File: src/design/vbp_pkg.sv
// Shared types and constants of the volume block partitioner.
// No dependencies; the datapath, controller and top level import this package.
package vbp_pkg;

    // Field widths.
    localparam int DIM_W   = 13;  // dimensions and sizes
    localparam int START_W = 12;  // output start fields
    localparam int BPV_W   = 4;   // bytes per voxel
    localparam int DIV_CW  = 11;  // division count and split factors
    localparam int IDX_W   = 10;  // block index
    localparam int CNT_W   = 12;  // search counters, may step one past the count
    localparam int OFF_W   = 39;  // first row byte offset
    localparam int ROW_W   = 16;  // row length in bytes
    localparam int CFG_AW  = 3;   // configuration register index
    localparam int CFG_DW  = 13;  // configuration write data

    // Divider operand width, wide enough for every dividend and divisor.
    localparam int QW = DIM_W;

    // Defaults of the top level parameters.
    localparam int DEF_MAX_DIM       = 4096;
    localparam int DEF_MAX_DIVISIONS = 1024;
    localparam int VOXEL_BYTES_MAX   = 8;

    // Configuration register indexes.
    localparam logic [CFG_AW-1:0] REG_DIM_X     = 3'd0;
    localparam logic [CFG_AW-1:0] REG_DIM_Y     = 3'd1;
    localparam logic [CFG_AW-1:0] REG_DIM_Z     = 3'd2;
    localparam logic [CFG_AW-1:0] REG_BPV       = 3'd3;
    localparam logic [CFG_AW-1:0] REG_DIV_COUNT = 3'd4;

    // Datapath operations issued by the controller.
    typedef enum logic [4:0] {
        OP_NONE,
        OP_LATCH,
        OP_INIT,
        OP_DIV_DX,
        OP_NEXT_X,
        OP_SET_REM,
        OP_DIV_RY,
        OP_NEXT_Y,
        OP_EVAL,
        OP_KNOWN,
        OP_DIV_IX,
        OP_SAVE_BX,
        OP_DIV_TY,
        OP_SAVE_BY,
        OP_DIV_AX,
        OP_SPAN_X,
        OP_DIV_AY,
        OP_SPAN_Y,
        OP_DIV_AZ,
        OP_SPAN_Z,
        OP_OFF1,
        OP_OFF2,
        OP_OFF3
    } t_op;

    typedef struct packed {
        t_op op;
    } t_cmd;

    typedef struct packed {
        logic div_done;   // divider finished this cycle
        logic rem_zero;   // divider remainder is zero
        logic x_over;     // x counter passed the division count
        logic y_over;     // y counter passed the quotient d / x
        logic eval_zero;  // candidate split is a perfect cube
        logic bad;        // latched index is out of range
        logic known;      // split is cached
    } t_stat;

endpackage

File: src/design/vbp_div.sv
// Iterative restoring divider, one quotient bit per cycle.
// Depends on nothing; instantiated by the datapath.
module vbp_div #(
    parameter int W = 13
) (
    input  logic         i_clk,
    input  logic         i_rst_n,
    input  logic         i_start,
    input  logic [W-1:0] i_num,
    input  logic [W-1:0] i_den,
    output logic         o_done,
    output logic [W-1:0] o_quo,
    output logic [W-1:0] o_rem
);
    localparam int CW = $clog2(W + 1);

    logic          r_run;
    logic          r_done;
    logic [CW-1:0] r_cnt;
    logic [W-1:0]  r_rem;
    logic [W-1:0]  r_quo;
    logic [W-1:0]  r_den;
    logic [W:0]    w_shift;
    logic          w_ge;
    logic [W:0]    w_diff;

    assign w_shift = {r_rem, r_quo[W-1]};
    assign w_ge    = w_shift >= {1'b0, r_den};
    assign w_diff  = w_shift - {1'b0, r_den};

    always_ff @(posedge i_clk) begin
        if (!i_rst_n) begin
            r_run  <= 1'b0;
            r_done <= 1'b0;
            r_cnt  <= '0;
        end else begin
            r_done <= 1'b0;
            if (i_start) begin
                r_run <= 1'b1;
                r_cnt <= CW'(W - 1);
                r_rem <= '0;
                r_quo <= i_num;
                r_den <= i_den;
            end else if (r_run) begin
                r_rem <= w_ge ? w_diff[W-1:0] : w_shift[W-1:0];
                r_quo <= {r_quo[W-2:0], w_ge};
                if (r_cnt == '0) begin
                    r_run  <= 1'b0;
                    r_done <= 1'b1;
                end else begin
                    r_cnt <= r_cnt - 1'b1;
                end
            end
        end
    end

    assign o_done = r_done;
    assign o_quo  = r_quo;
    assign o_rem  = r_rem;
endmodule

File: src/design/vbp_dp.sv
// Datapath: configuration registers, split search registers, shared divider,
// block span and offset arithmetic. Depends on vbp_pkg and vbp_div.
module vbp_dp #(
    parameter int MAX_DIM       = vbp_pkg::DEF_MAX_DIM,
    parameter int MAX_DIVISIONS = vbp_pkg::DEF_MAX_DIVISIONS
) (
    input  logic                        i_clk,
    input  logic                        i_rst_n,
    input  logic                        i_cfg_we,
    input  logic [vbp_pkg::CFG_AW-1:0]  i_cfg_idx,
    input  logic [vbp_pkg::CFG_DW-1:0]  i_cfg_data,
    input  logic [vbp_pkg::IDX_W-1:0]   i_block_index,
    input  vbp_pkg::t_cmd               i_cmd,
    output vbp_pkg::t_stat              o_stat,
    output logic [vbp_pkg::START_W-1:0] o_start_x,
    output logic [vbp_pkg::START_W-1:0] o_start_y,
    output logic [vbp_pkg::START_W-1:0] o_start_z,
    output logic [vbp_pkg::DIM_W-1:0]   o_size_x,
    output logic [vbp_pkg::DIM_W-1:0]   o_size_y,
    output logic [vbp_pkg::DIM_W-1:0]   o_size_z,
    output logic [vbp_pkg::OFF_W-1:0]   o_first_row_offset,
    output logic [vbp_pkg::ROW_W-1:0]   o_row_bytes,
    output logic [vbp_pkg::DIV_CW-1:0]  o_parts_x_out,
    output logic [vbp_pkg::DIV_CW-1:0]  o_parts_y_out,
    output logic [vbp_pkg::DIV_CW-1:0]  o_parts_z_out,
    output logic                        o_bad_index
);
    import vbp_pkg::*;

    localparam int AW = 2 * DIM_W + 1;  // sz * dy + sy
    localparam int BW = AW + DIM_W + 1; // a * dx + sx

    // Configuration and cached split.
    logic [DIM_W-1:0]  r_dim_x, r_dim_y, r_dim_z;
    logic [BPV_W-1:0]  r_bpv;
    logic [DIV_CW-1:0] r_div_cnt;
    logic              r_known;
    logic [DIV_CW-1:0] r_split_x, r_split_y, r_split_z;

    // Search and item registers.
    logic [CNT_W-1:0]  r_x, r_y;
    logic [QW-1:0]     r_rem_xy;
    logic [QW-1:0]     r_best;
    logic [IDX_W-1:0]  r_idx;
    logic [QW-1:0]     r_bx, r_by, r_bz, r_t;
    logic [DIM_W-1:0]  r_sx, r_sy, r_sz;
    logic [DIM_W-1:0]  r_wx, r_wy, r_wz;
    logic [AW-1:0]     r_a;
    logic [BW-1:0]     r_b;
    logic [OFF_W-1:0]  r_off;
    logic [ROW_W-1:0]  r_row;
    logic              r_bad;

    // Clamped configuration.
    logic [DIM_W-1:0]  w_dx, w_dy, w_dz;
    logic [BPV_W-1:0]  w_bpv;
    logic [DIV_CW-1:0] w_d;

    assign w_dx  = (32'(r_dim_x) > 32'(MAX_DIM)) ? DIM_W'(MAX_DIM) : r_dim_x;
    assign w_dy  = (32'(r_dim_y) > 32'(MAX_DIM)) ? DIM_W'(MAX_DIM) : r_dim_y;
    assign w_dz  = (32'(r_dim_z) > 32'(MAX_DIM)) ? DIM_W'(MAX_DIM) : r_dim_z;
    assign w_bpv = (32'(r_bpv) > 32'(VOXEL_BYTES_MAX)) ? BPV_W'(VOXEL_BYTES_MAX) : r_bpv;
    assign w_d   = (32'(r_div_cnt) > 32'(MAX_DIVISIONS)) ?
                   DIV_CW'(MAX_DIVISIONS) : r_div_cnt;

    // Shared divider with operand selection.
    logic          w_div_start;
    logic [QW-1:0] w_num, w_den, w_quo, w_rem;
    logic          w_div_done;

    always_comb begin
        w_div_start = 1'b1;
        w_num       = '0;
        w_den       = QW'(1);
        case (i_cmd.op)
            OP_DIV_DX: begin w_num = QW'(w_d);     w_den = QW'(r_x);       end
            OP_DIV_RY: begin w_num = r_rem_xy;     w_den = QW'(r_y);       end
            OP_DIV_IX: begin w_num = QW'(r_idx);   w_den = QW'(r_split_x); end
            OP_DIV_TY: begin w_num = r_t;          w_den = QW'(r_split_y); end
            OP_DIV_AX: begin w_num = w_dx;         w_den = QW'(r_split_x); end
            OP_DIV_AY: begin w_num = w_dy;         w_den = QW'(r_split_y); end
            OP_DIV_AZ: begin w_num = w_dz;         w_den = QW'(r_split_z); end
            default:   begin w_div_start = 1'b0;                           end
        endcase
    end

    vbp_div #(.W(QW)) u_div (
        .i_clk   (i_clk),
        .i_rst_n (i_rst_n),
        .i_start (w_div_start),
        .i_num   (w_num),
        .i_den   (w_den),
        .o_done  (w_div_done),
        .o_quo   (w_quo),
        .o_rem   (w_rem)
    );

    // Candidate evaluation: x, y and z = quotient.
    logic [QW-1:0] w_cx, w_cy, w_mx, w_mn, w_diff;

    assign w_cx = QW'(r_x);
    assign w_cy = QW'(r_y);

    always_comb begin
        w_mx = w_cx;
        if (w_cy > w_mx) w_mx = w_cy;
        if (w_quo > w_mx) w_mx = w_quo;
        w_mn = w_cx;
        if (w_cy < w_mn) w_mn = w_cy;
        if (w_quo < w_mn) w_mn = w_quo;
        w_diff = w_mx - w_mn;
    end

    // Span of one axis from the divider result and the block coordinate.
    logic [QW-1:0]      w_coord;
    logic               w_lt;
    logic [DIM_W-1:0]   w_size;
    logic [2*QW-1:0]    w_prod;
    logic [DIM_W-1:0]   w_start;

    always_comb begin
        case (i_cmd.op)
            OP_SPAN_Y: w_coord = r_by;
            OP_SPAN_Z: w_coord = r_bz;
            default:   w_coord = r_bx;
        endcase
        w_lt    = w_coord < w_rem;
        w_size  = w_quo + DIM_W'(w_lt);
        w_prod  = w_coord * w_quo;
        w_start = DIM_W'(w_prod) + (w_lt ? w_coord : w_rem);
    end

    always_ff @(posedge i_clk) begin
        if (!i_rst_n) begin
            r_dim_x   <= DIM_W'(1);
            r_dim_y   <= DIM_W'(1);
            r_dim_z   <= DIM_W'(1);
            r_bpv     <= BPV_W'(1);
            r_div_cnt <= DIV_CW'(1);
            r_known   <= 1'b0;
            r_split_x <= DIV_CW'(1);
            r_split_y <= DIV_CW'(1);
            r_split_z <= DIV_CW'(1);
        end else if (i_cfg_we) begin
            r_known <= 1'b0;
            case (i_cfg_idx)
                REG_DIM_X:     r_dim_x   <= i_cfg_data;
                REG_DIM_Y:     r_dim_y   <= i_cfg_data;
                REG_DIM_Z:     r_dim_z   <= i_cfg_data;
                REG_BPV:       r_bpv     <= i_cfg_data[BPV_W-1:0];
                REG_DIV_COUNT: r_div_cnt <= i_cfg_data[DIV_CW-1:0];
                default:       ;
            endcase
        end else begin
            case (i_cmd.op)
                OP_INIT: begin
                    r_split_x <= DIV_CW'(1);
                    r_split_y <= DIV_CW'(1);
                    r_split_z <= DIV_CW'(1);
                end
                OP_EVAL: begin
                    if (w_diff < r_best) begin
                        r_split_x <= DIV_CW'(r_x);
                        r_split_y <= DIV_CW'(r_y);
                        r_split_z <= DIV_CW'(w_quo);
                    end
                end
                OP_KNOWN: r_known <= 1'b1;
                default:  ;
            endcase
        end
    end

    // Search and item datapath registers.
    always_ff @(posedge i_clk) begin
        case (i_cmd.op)
            OP_LATCH: begin
                r_idx <= i_block_index;
                r_bad <= 32'(i_block_index) >= 32'(w_d);
                r_sx  <= '0;
                r_sy  <= '0;
                r_sz  <= '0;
                r_wx  <= '0;
                r_wy  <= '0;
                r_wz  <= '0;
                r_off <= '0;
                r_row <= '0;
            end
            OP_INIT: begin
                r_x    <= CNT_W'(1);
                r_best <= '1;
            end
            OP_NEXT_X:  r_x <= r_x + 1'b1;
            OP_SET_REM: begin
                r_rem_xy <= w_quo;
                r_y      <= CNT_W'(1);
            end
            OP_NEXT_Y:  r_y <= r_y + 1'b1;
            OP_EVAL: begin
                if (w_diff < r_best) r_best <= w_diff;
                r_y <= r_y + 1'b1;
            end
            OP_SAVE_BX: begin
                r_bx <= w_rem;
                r_t  <= w_quo;
            end
            OP_SAVE_BY: begin
                r_by <= w_rem;
                r_bz <= w_quo;
            end
            OP_SPAN_X: begin r_sx <= w_start; r_wx <= w_size; end
            OP_SPAN_Y: begin r_sy <= w_start; r_wy <= w_size; end
            OP_SPAN_Z: begin r_sz <= w_start; r_wz <= w_size; end
            OP_OFF1:   r_a <= AW'(r_sz) * AW'(w_dy) + AW'(r_sy);
            OP_OFF2:   r_b <= BW'(r_a) * BW'(w_dx) + BW'(r_sx);
            OP_OFF3: begin
                r_off <= OFF_W'(r_b * w_bpv);
                r_row <= ROW_W'(r_wx) * ROW_W'(w_bpv);
            end
            default: ;
        endcase
    end

    assign o_stat.div_done  = w_div_done;
    assign o_stat.rem_zero  = w_rem == '0;
    assign o_stat.x_over    = 32'(r_x) > 32'(w_d);
    assign o_stat.y_over    = QW'(r_y) > r_rem_xy || r_y[CNT_W-1];
    assign o_stat.eval_zero = w_diff == '0;
    assign o_stat.bad       = r_bad;
    assign o_stat.known     = r_known;

    assign o_start_x          = r_sx[START_W-1:0];
    assign o_start_y          = r_sy[START_W-1:0];
    assign o_start_z          = r_sz[START_W-1:0];
    assign o_size_x           = r_wx;
    assign o_size_y           = r_wy;
    assign o_size_z           = r_wz;
    assign o_first_row_offset = r_off;
    assign o_row_bytes        = r_row;
    assign o_parts_x_out      = r_split_x;
    assign o_parts_y_out      = r_split_y;
    assign o_parts_z_out      = r_split_z;
    assign o_bad_index        = r_bad;
endmodule

File: src/design/vbp_ctrl.sv
// Controller state machine: sequences the split search and the per-beat
// divisions and multiplies. Depends on vbp_pkg.
module vbp_ctrl (
    input  logic           i_clk,
    input  logic           i_rst_n,
    input  logic           i_start,
    input  vbp_pkg::t_stat i_stat,
    output vbp_pkg::t_cmd  o_cmd,
    output logic           o_busy,
    output logic           o_valid
);
    import vbp_pkg::*;

    typedef enum logic [4:0] {
        S_IDLE, S_INIT, S_XCHK, S_XDIV, S_YCHK, S_YDIV, S_KNOWN,
        S_BCHK, S_BXW, S_BY, S_BYW, S_AX, S_AXW, S_AY, S_AYW,
        S_AZ, S_AZW, S_OFF1, S_OFF2, S_OFF3, S_OUT
    } t_state;

    t_state r_state, n_state;
    logic   r_busy, r_valid;
    t_op    w_op;

    always_comb begin
        n_state = r_state;
        w_op    = OP_NONE;
        case (r_state)
            S_IDLE: begin
                if (i_start) begin
                    w_op    = OP_LATCH;
                    n_state = i_stat.known ? S_BCHK : S_INIT;
                end
            end
            S_INIT: begin
                w_op    = OP_INIT;
                n_state = S_XCHK;
            end
            S_XCHK: begin
                if (i_stat.x_over) begin
                    n_state = S_KNOWN;
                end else begin
                    w_op    = OP_DIV_DX;
                    n_state = S_XDIV;
                end
            end
            S_XDIV: begin
                if (i_stat.div_done) begin
                    if (i_stat.rem_zero) begin
                        w_op    = OP_SET_REM;
                        n_state = S_YCHK;
                    end else begin
                        w_op    = OP_NEXT_X;
                        n_state = S_XCHK;
                    end
                end
            end
            S_YCHK: begin
                if (i_stat.y_over) begin
                    w_op    = OP_NEXT_X;
                    n_state = S_XCHK;
                end else begin
                    w_op    = OP_DIV_RY;
                    n_state = S_YDIV;
                end
            end
            S_YDIV: begin
                if (i_stat.div_done) begin
                    if (!i_stat.rem_zero) begin
                        w_op    = OP_NEXT_Y;
                        n_state = S_YCHK;
                    end else begin
                        w_op    = OP_EVAL;
                        n_state = i_stat.eval_zero ? S_KNOWN : S_YCHK;
                    end
                end
            end
            S_KNOWN: begin
                w_op    = OP_KNOWN;
                n_state = S_BCHK;
            end
            S_BCHK: begin
                if (i_stat.bad) begin
                    n_state = S_OUT;
                end else begin
                    w_op    = OP_DIV_IX;
                    n_state = S_BXW;
                end
            end
            S_BXW: begin
                if (i_stat.div_done) begin
                    w_op    = OP_SAVE_BX;
                    n_state = S_BY;
                end
            end
            S_BY: begin
                w_op    = OP_DIV_TY;
                n_state = S_BYW;
            end
            S_BYW: begin
                if (i_stat.div_done) begin
                    w_op    = OP_SAVE_BY;
                    n_state = S_AX;
                end
            end
            S_AX: begin
                w_op    = OP_DIV_AX;
                n_state = S_AXW;
            end
            S_AXW: begin
                if (i_stat.div_done) begin
                    w_op    = OP_SPAN_X;
                    n_state = S_AY;
                end
            end
            S_AY: begin
                w_op    = OP_DIV_AY;
                n_state = S_AYW;
            end
            S_AYW: begin
                if (i_stat.div_done) begin
                    w_op    = OP_SPAN_Y;
                    n_state = S_AZ;
                end
            end
            S_AZ: begin
                w_op    = OP_DIV_AZ;
                n_state = S_AZW;
            end
            S_AZW: begin
                if (i_stat.div_done) begin
                    w_op    = OP_SPAN_Z;
                    n_state = S_OFF1;
                end
            end
            S_OFF1: begin
                w_op    = OP_OFF1;
                n_state = S_OFF2;
            end
            S_OFF2: begin
                w_op    = OP_OFF2;
                n_state = S_OFF3;
            end
            S_OFF3: begin
                w_op    = OP_OFF3;
                n_state = S_OUT;
            end
            S_OUT: begin
                n_state = S_IDLE;
            end
            default: begin
                n_state = S_IDLE;
            end
        endcase
    end

    always_ff @(posedge i_clk) begin
        if (!i_rst_n) begin
            r_state <= S_IDLE;
            r_busy  <= 1'b0;
            r_valid <= 1'b0;
        end else begin
            r_state <= n_state;
            r_busy  <= n_state != S_IDLE;
            r_valid <= n_state == S_OUT;
        end
    end

    assign o_cmd.op = w_op;
    assign o_busy   = r_busy;
    assign o_valid  = r_valid;
endmodule

File: src/design/volume_block_partitioner.sv
// Top level of the volume block partitioner: controller plus datapath.
// Depends on vbp_pkg, vbp_ctrl, vbp_dp (and vbp_div through the datapath).
//
//  Channel   | Direction | Handshake             | Payload
//  ----------+-----------+-----------------------+----------------------------------
//  command   | in        | start high, busy low  | i_block_index
//  result    | out       | o_valid, one cycle    | start, size, offset, row, parts, bad
//  config    | in        | i_cfg_we              | i_cfg_idx, i_cfg_data
//
// A beat with a cached split runs five divisions on the one shared divider
// (issue, one step per quotient bit, done), three multiply steps for the
// offset, the result strobe and the return to idle before the next beat
// can be accepted. An out-of-range index skips the arithmetic and goes
// straight to the strobe. The first beat after reset or after any
// configuration write also runs the divisor search over the candidate
// factors on the shared divider.
// Reset is synchronous and active low; configuration and split registers return to
// one; the cached split drops. The result strobe cannot be stalled by the receiver.
module volume_block_partitioner #(
    parameter int MAX_DIM       = vbp_pkg::DEF_MAX_DIM,
    parameter int MAX_DIVISIONS = vbp_pkg::DEF_MAX_DIVISIONS
) (
    input  logic                        i_clk,
    input  logic                        i_rst_n,
    input  logic                        start,
    output logic                        busy,
    input  logic [vbp_pkg::IDX_W-1:0]   i_block_index,
    input  logic                        i_cfg_we,
    input  logic [vbp_pkg::CFG_AW-1:0]  i_cfg_idx,
    input  logic [vbp_pkg::CFG_DW-1:0]  i_cfg_data,
    output logic                        o_valid,
    output logic [vbp_pkg::START_W-1:0] o_start_x,
    output logic [vbp_pkg::START_W-1:0] o_start_y,
    output logic [vbp_pkg::START_W-1:0] o_start_z,
    output logic [vbp_pkg::DIM_W-1:0]   o_size_x,
    output logic [vbp_pkg::DIM_W-1:0]   o_size_y,
    output logic [vbp_pkg::DIM_W-1:0]   o_size_z,
    output logic [vbp_pkg::OFF_W-1:0]   o_first_row_offset,
    output logic [vbp_pkg::ROW_W-1:0]   o_row_bytes,
    output logic [vbp_pkg::DIV_CW-1:0]  o_parts_x_out,
    output logic [vbp_pkg::DIV_CW-1:0]  o_parts_y_out,
    output logic [vbp_pkg::DIV_CW-1:0]  o_parts_z_out,
    output logic                        o_bad_index
);
    import vbp_pkg::*;

    // Commands flow from the controller to the datapath, status flows back.
    t_cmd  w_cmd;
    t_stat w_stat;

    // The controller only accepts a beat in its idle state, so the start
    // strobe is passed straight through and qualified there.
    vbp_ctrl u_ctrl (
        .i_clk   (i_clk),
        .i_rst_n (i_rst_n),
        .i_start (start),
        .i_stat  (w_stat),
        .o_cmd   (w_cmd),
        .o_busy  (busy),
        .o_valid (o_valid)
    );

    // The datapath keeps the result fields in registers, so they stay stable
    // through the strobe cycle.
    vbp_dp #(
        .MAX_DIM       (MAX_DIM),
        .MAX_DIVISIONS (MAX_DIVISIONS)
    ) u_dp (
        .i_clk              (i_clk),
        .i_rst_n            (i_rst_n),
        .i_cfg_we           (i_cfg_we),
        .i_cfg_idx          (i_cfg_idx),
        .i_cfg_data         (i_cfg_data),
        .i_block_index      (i_block_index),
        .i_cmd              (w_cmd),
        .o_stat             (w_stat),
        .o_start_x          (o_start_x),
        .o_start_y          (o_start_y),
        .o_start_z          (o_start_z),
        .o_size_x           (o_size_x),
        .o_size_y           (o_size_y),
        .o_size_z           (o_size_z),
        .o_first_row_offset (o_first_row_offset),
        .o_row_bytes        (o_row_bytes),
        .o_parts_x_out      (o_parts_x_out),
        .o_parts_y_out      (o_parts_y_out),
        .o_parts_z_out      (o_parts_z_out),
        .o_bad_index        (o_bad_index)
    );
endmodule
File: config.mk
export PLATFORM = sky130hd
export DESIGN_NAME = volume_block_partitioner
export DESIGN_NICKNAME = d
export VERILOG_FILES = /design/src/design/vbp_pkg.sv /design/src/design/vbp_div.sv /design/src/design/vbp_dp.sv /design/src/design/vbp_ctrl.sv /design/src/design/volume_block_partitioner.sv
export SDC_FILE = /design/constraint.sdc
export NUM_CORES = 2
export LEC_CHECK = 0
export BUFFER_PORTS_ARGS = -buffer_cell sky130_fd_sc_hd__buf_2
export CORE_MARGIN = 2
export CORE_UTILIZATION = 38
export CTS_BUF_LIST = sky130_fd_sc_hd__clkbuf_8
export DETAILED_ROUTE_END_ITERATION = 10
export GPL_ROUTABILITY_DRIVEN = 0
export GPL_TIMING_DRIVEN = 0
export PLACE_DENSITY = 0.49
export SLEW_MARGIN = 20
export SYNTH_ARGS = -nofsm -noshare
export SYNTH_HDL_FRONTEND = slang
export SYNTH_HIERARCHICAL = 1
export SYNTH_SLANG_ARGS = --single-unit
File: constraint.sdc
create_clock -name i_clk -period 12.2 [get_ports i_clk]
set_input_delay 1.83 -clock i_clk [delete_from_list [all_inputs] [get_ports i_clk]]
set_output_delay 1.83 -clock i_clk [all_outputs]
set_load 0.01 [all_outputs]
# [Word level (Yosys, flattened, before mapping)]
# Cells that the tools add are included.
[op_classes] n_reduce_logical=33 magnitude_cmp=15 addsub=9 bitwise=4 eq_ne=48 mux=73 n_mul=5
[op_table] cell="$pmux W13 S2" count=8
[op_table] cell="$pmux W5 S20" count=2
[op_table] cell="$mux W13" count=11
[op_table] cell="$pmux W13 S7" count=1
[op_table] cell="$eq A5 B4 Y1 const B" count=16
[op_table] cell="$pmux W39 S2" count=1
[op_table] cell="$mux W5" count=14
[op_table] cell="$pmux W11 S2" count=3
[op_table] cell="$eq A5 B5 Y1 const B" count=12
[op_table] cell="$pmux W12 S5" count=1
[op_table] cell="$pmux W12 S2" count=2
[op_table] cell="$mux W11" count=4
[op_table] cell="$add A40 B13 Y41" count=1
[op_table] cell="$mul A41 B4 Y39" count=1
[op_table] cell="$eq A5 B3 Y1 const B" count=8
[op_table] cell="$mul A27 B13 Y40" count=1
[op_table] cell="$gt A13 B13 Y1 const B" count=3
[op_table] cell="$mux W4" count=9
[op_table] cell="$pmux W16 S2" count=1
[op_table] cell="$add A26 B13 Y27" count=1
[op_table] cell="$logic_not A13 Y1" count=2
[op_table] cell="$lt A13 B13 Y1" count=2
[op_table] cell="$mul A13 B13 Y26" count=1
[op_table] cell="$sub A13 B13 Y13" count=2
[op_table] cell="39 further kinds" count=80
[totals] word_cells=226 output_inout_bits=166 regBits=454

# [Logic depth before layout (Yosys ltp)]
[logic_depth] ltp_word=11 ltp_mapped=44

# [Hierarchy]
# The synthesis kept the hierarchy.
[modules_own_cells] mod="vbp_dp" cells_per_inst=4905 seq_area_each_um2=11130.7 n_inst=1 area_each_um2=45498.6
[modules_own_cells] mod="vbp_div" cells_per_inst=206 seq_area_each_um2=1291.2 n_inst=1 area_each_um2=2508.7
[modules_own_cells] mod="vbp_ctrl" cells_per_inst=130 seq_area_each_um2=140.1 n_inst=1 area_each_um2=924.6

# [Worst setup path after synthesis]
# Ideal clock, no wire load.
[synth_timing] kind="input -> register" start="input start" end="register u_dp.r_sx[12], data pin" arrival_time_ps=8585 cell_stages=30 path_slack_ps=3475 setup_time_ps=140 cell_sequence="nor4b_1 a221oi_1 o311ai_0 and4bb_2 buf_2 buf_2 clkbuf_1 nor2_1 a21oi_1 clkbuf_1 nand2_1 fa_1 inv_1 ha_1 fa_1 inv_1 fa_1 fa_1 inv_1 fa_1 ha_1 a21oi_1 nor2_1 nor2_1 o21ai_0 a21o_1 a21oi_1 xor2_1 xnor3_2 nor2_1"
[synth_lines] item="start, declared" line="volume_block_partitioner.sv:25" text="input logic start,"
[synth_lines] item="end signal, assigned" line="vbp_dp.sv:211" text="OP_SPAN_X: begin r_sx <= w_start; r_wx <= w_size; end"
[synth_lines] item="end, declared" line="vbp_dp.sv:46" text="logic [DIM_W-1:0] r_sx, r_sy, r_sz;"

==> metrics.csv <==
metric,value,unit
status,"complete, no violations",
met2 WL,74880,um
site row count,131,
Placed Area,52250,um2
Power Total,0.009247,W
WL final,157700,um
ys flop type,edfxtp_1,
Clock power frac,0.172,
CTS tree,built,
post-route minimum period,11.26,ns
"Area growth, synth to finish",10.45,%
Hold Fails Final Rpt,0,
Via Count,38040,
Starting Density,0.3832,
Worst Setup End Kind,flop,
number of synthesized flops with an enable pin,351,
drt drc,0,
CP max stage delay,0.85,ns
first-pass GRT wire length,239700,um
clock sink total,452,
worst-path fanout max,10,
die area,131700,um2
Logic pwr share,0.559,
Final Cycle Share,0.9229,
PD cells,171.1,nW/um2
"worst slack, placed",1.067,ns
Sw Share,0.4622,
I/O Buffers,194,
slowest CP cell,o311ai_1,
CTS Buffer Depth,3,
Synth Instances,5241,
core area,127700,um2
"Core Util, Final",0.4233,
most common cell in the netlist,nand2_1,
hold crit path type,reg2reg,
1st-pass router iterations,6,
H-tree depth,3,
RSZ-0062 raised after global routing,false,
PostCTS Resize Cnt,0,
Layout fillers,12840,
Top-Level Pins,196,
Final nets,6559,
# setup viols final,0,
post-DR wirelength/cell,21.70,um
CP required,12.76,ns
placed wire-length estimate,127700,um
max layer used,met5,
Yosys reg bits,452,
Worst-Margin Slew,1.277,ns
cell taking the most area after synthesis,fa_1,
post-synth top area share,0.2312,
clock network latency to the later pin of the worst-skew pair,0.77,ns
post-CTS setup buffers,0,
synth top area cells,"fa_1 (23%), edfxtp_1 (22%), ha_1 (11%), nand2_1 (6.4%), inv_1 (6.1%)",
clk_skew,0.07001,ns
M1 WL,68870,um
final instance area,54040,um2
"Cell Area, Synth",48930,um2
"Seq/Total Area, Yosys",0.2567,
routed length on met3,8949,um
Pleak,24.58,nW
Mapped Nets,6265,
WP data arrival,11.82,ns
initial antenna violation count,28,
final worst setup slack,0.9409,ns
CTS Hold Bufs,0,
asr flop ratio synth,0,
Crit path top cell by count,inv_1,
commonest cells in the netlist,"nand2_1 (828), inv_1 (790), fa_1 (565), ha_1 (429), edfxtp_1 (351)",
startpoint types,flop,
Max Clk Rate,0.08882,GHz
Die Y,362.8,um
layout cell share with drive strength beyond 1,0.08354,
final setup TNS,0,ns
initial DRC count,2574,
Worst-path clk slew,0.06,ns
Setup CP Type,reg2reg,
global route total overflow,0,
max_slew headroom,0.1424,
vias in the first global route,38960,
Num CTS Buffers,83,
GRT Total Usage,0.2400,
ANT nets after route,0,
Root Buffer,clkbuf_8,
Avg Inst Size Synth,9.336,um2
Max Cap Violations,0,
Peak VDD IR,0.0002363,V
Unique masters post-synth,97,
vias per cell,5.232,
largest net degree at the start of global routing,55,
chip width,362.8,um
YS warnings,6,
net switching power,0.004274,W
Max Slew Vio Count,0,
sequential power share,0.269,
Cell Int Power,0.004973,W
-- flip-flops by register name, indices dropped and copies added, names as in the netlist, 16 cells and up --
| name | flops |
|---|---|
| u_dp/o_first_row_offset | 39 |
| u_dp/o_row_bytes | 16 |
| u_dp/r_a | 27 |
| u_dp/r_b | 39 |
-- kinds of logic after synthesis --
group	after synthesis	synth area share
adder cells (fa/ha/maj)	995	0.3411
flip-flops	452	0.2567
AND/OR/NAND/NOR	1743	0.1665
other	1	0.00007664
XOR/XNOR	180	0.03281
multiplexers	80	0.01713
AO/OA/AOI/OAI	719	0.09816
buffers and inverters	1071	0.08755
-- worst paths after layout --
kind | cells after the start | slack [ns] | from | to
worst max-delay path | 44 | 0.94 | u_dp/r_div_cnt[10] | u_dp/r_sy[12]
worst min-delay path | 2 | 0.46 | u_dp/r_dim_x[9] | u_dp/r_dim_x[9]
worst max register to register | 44 | 0.94 | u_dp/r_div_cnt[10] | u_dp/r_sy[12]
worst min register to register | 2 | 0.46 | u_dp/r_dim_x[9] | u_dp/r_dim_x[9]
-- worst max-delay path: cells and delay by family, from the launching register on --
family	cells	cell delay [ns]
adders and majority gates	8	3.23
AOI/OAI and AO/OA	11	2.81
and+or+nand+nor	11	1.55
DFF	1	0.42
xor gates and xnor gates	2	0.75
buffers and inverters	12	2.32
-- stage by stage --
step | hold WS [ns] | cells
2_1_floorplan | 0.4326 | 5241
3_3_place_gp | 0.4469 | 7097
3_5_place_dp | 0.4531 | 7112
4_1_cts | 0.4609 | 7264
5_1_grt | 0.4808 | 7269
6_report | 0.4579 | 7270
-- final cells by class --
cell class,instances,area (um2),area share
Inverter,794,2980,0.05515
Sequential cell,452,12560,0.2324
Clock inverter,58,479.2,0.008867
Timing Repair Buffer,209,1170,0.02165
Clock buffer,94,1294,0.02394
Tap cell,1662,2079,0.03848
Buffer,277,1304,0.02412
Multi-Input combinational cell,3718,32160,0.5951
Antenna cell,6,15.01,0.0002778
-- power groups by stage --
stage / clock network [W] / registers (W) / logic [W]
6_report: 0.00159 / 0.00249 / 0.00517
3_3_place_gp: 0 / 0.00254 / 0.00509
5_1_grt: 0.00170 / 0.00251 / 0.00570
4_1_cts: 0.00164 / 0.00250 / 0.00523
2_1_floorplan: 0 / 0.00238 / 0.00337
3_5_place_dp: 0 / 0.00252 / 0.00519
-- per-layer routing --
metal,global-route usage,up-vias
li1,-,17690
met1,0.3227,19000
met2,0.3977,1093
met3,0.03504,233
met4,0.07542,18
met5,0,-
-- layout by cell type, fill, tap and decap left out, drive strengths merged, types with 10 or more instances in the layout --
| cell type | Yosys | layout |
|---|---|---|
| xnor2 | 133 | 133 |
| fa | 565 | 565 |
| a2111oi | 10 | 10 |
| nand2b | 31 | 31 |
| o21ai | 141 | 141 |
| nor2 | 248 | 248 |
| o21a | 39 | 39 |
| nand3 | 84 | 84 |
| or3 | 17 | 17 |
| clkinv | 3 | 19 |
| inv | 791 | 824 |
| mux2i | 53 | 53 |
| o211ai | 13 | 13 |
| nor3 | 50 | 50 |
| nor2b | 55 | 55 |
| a21oi | 163 | 163 |
| dfxtp | 101 | 101 |
| and3 | 39 | 39 |
| a31oi | 16 | 16 |
| nand4 | 68 | 68 |
| a22oi | 54 | 54 |
| mux2 | 27 | 27 |
| nor3b | 11 | 11 |
| edfxtp | 351 | 351 |
| clkbuf | 204 | 298 |
| a21o | 81 | 81 |
| nor4 | 19 | 19 |
| o21bai | 18 | 18 |
| ha | 429 | 429 |
| a211oi | 21 | 21 |
| buf | 73 | 282 |
| xor2 | 45 | 45 |
| a21boi | 83 | 83 |
| nand2 | 830 | 830 |
| a221o | 10 | 10 |
| or2 | 14 | 14 |
| and2 | 245 | 245 |
Power figures use the tool's default switching activity.
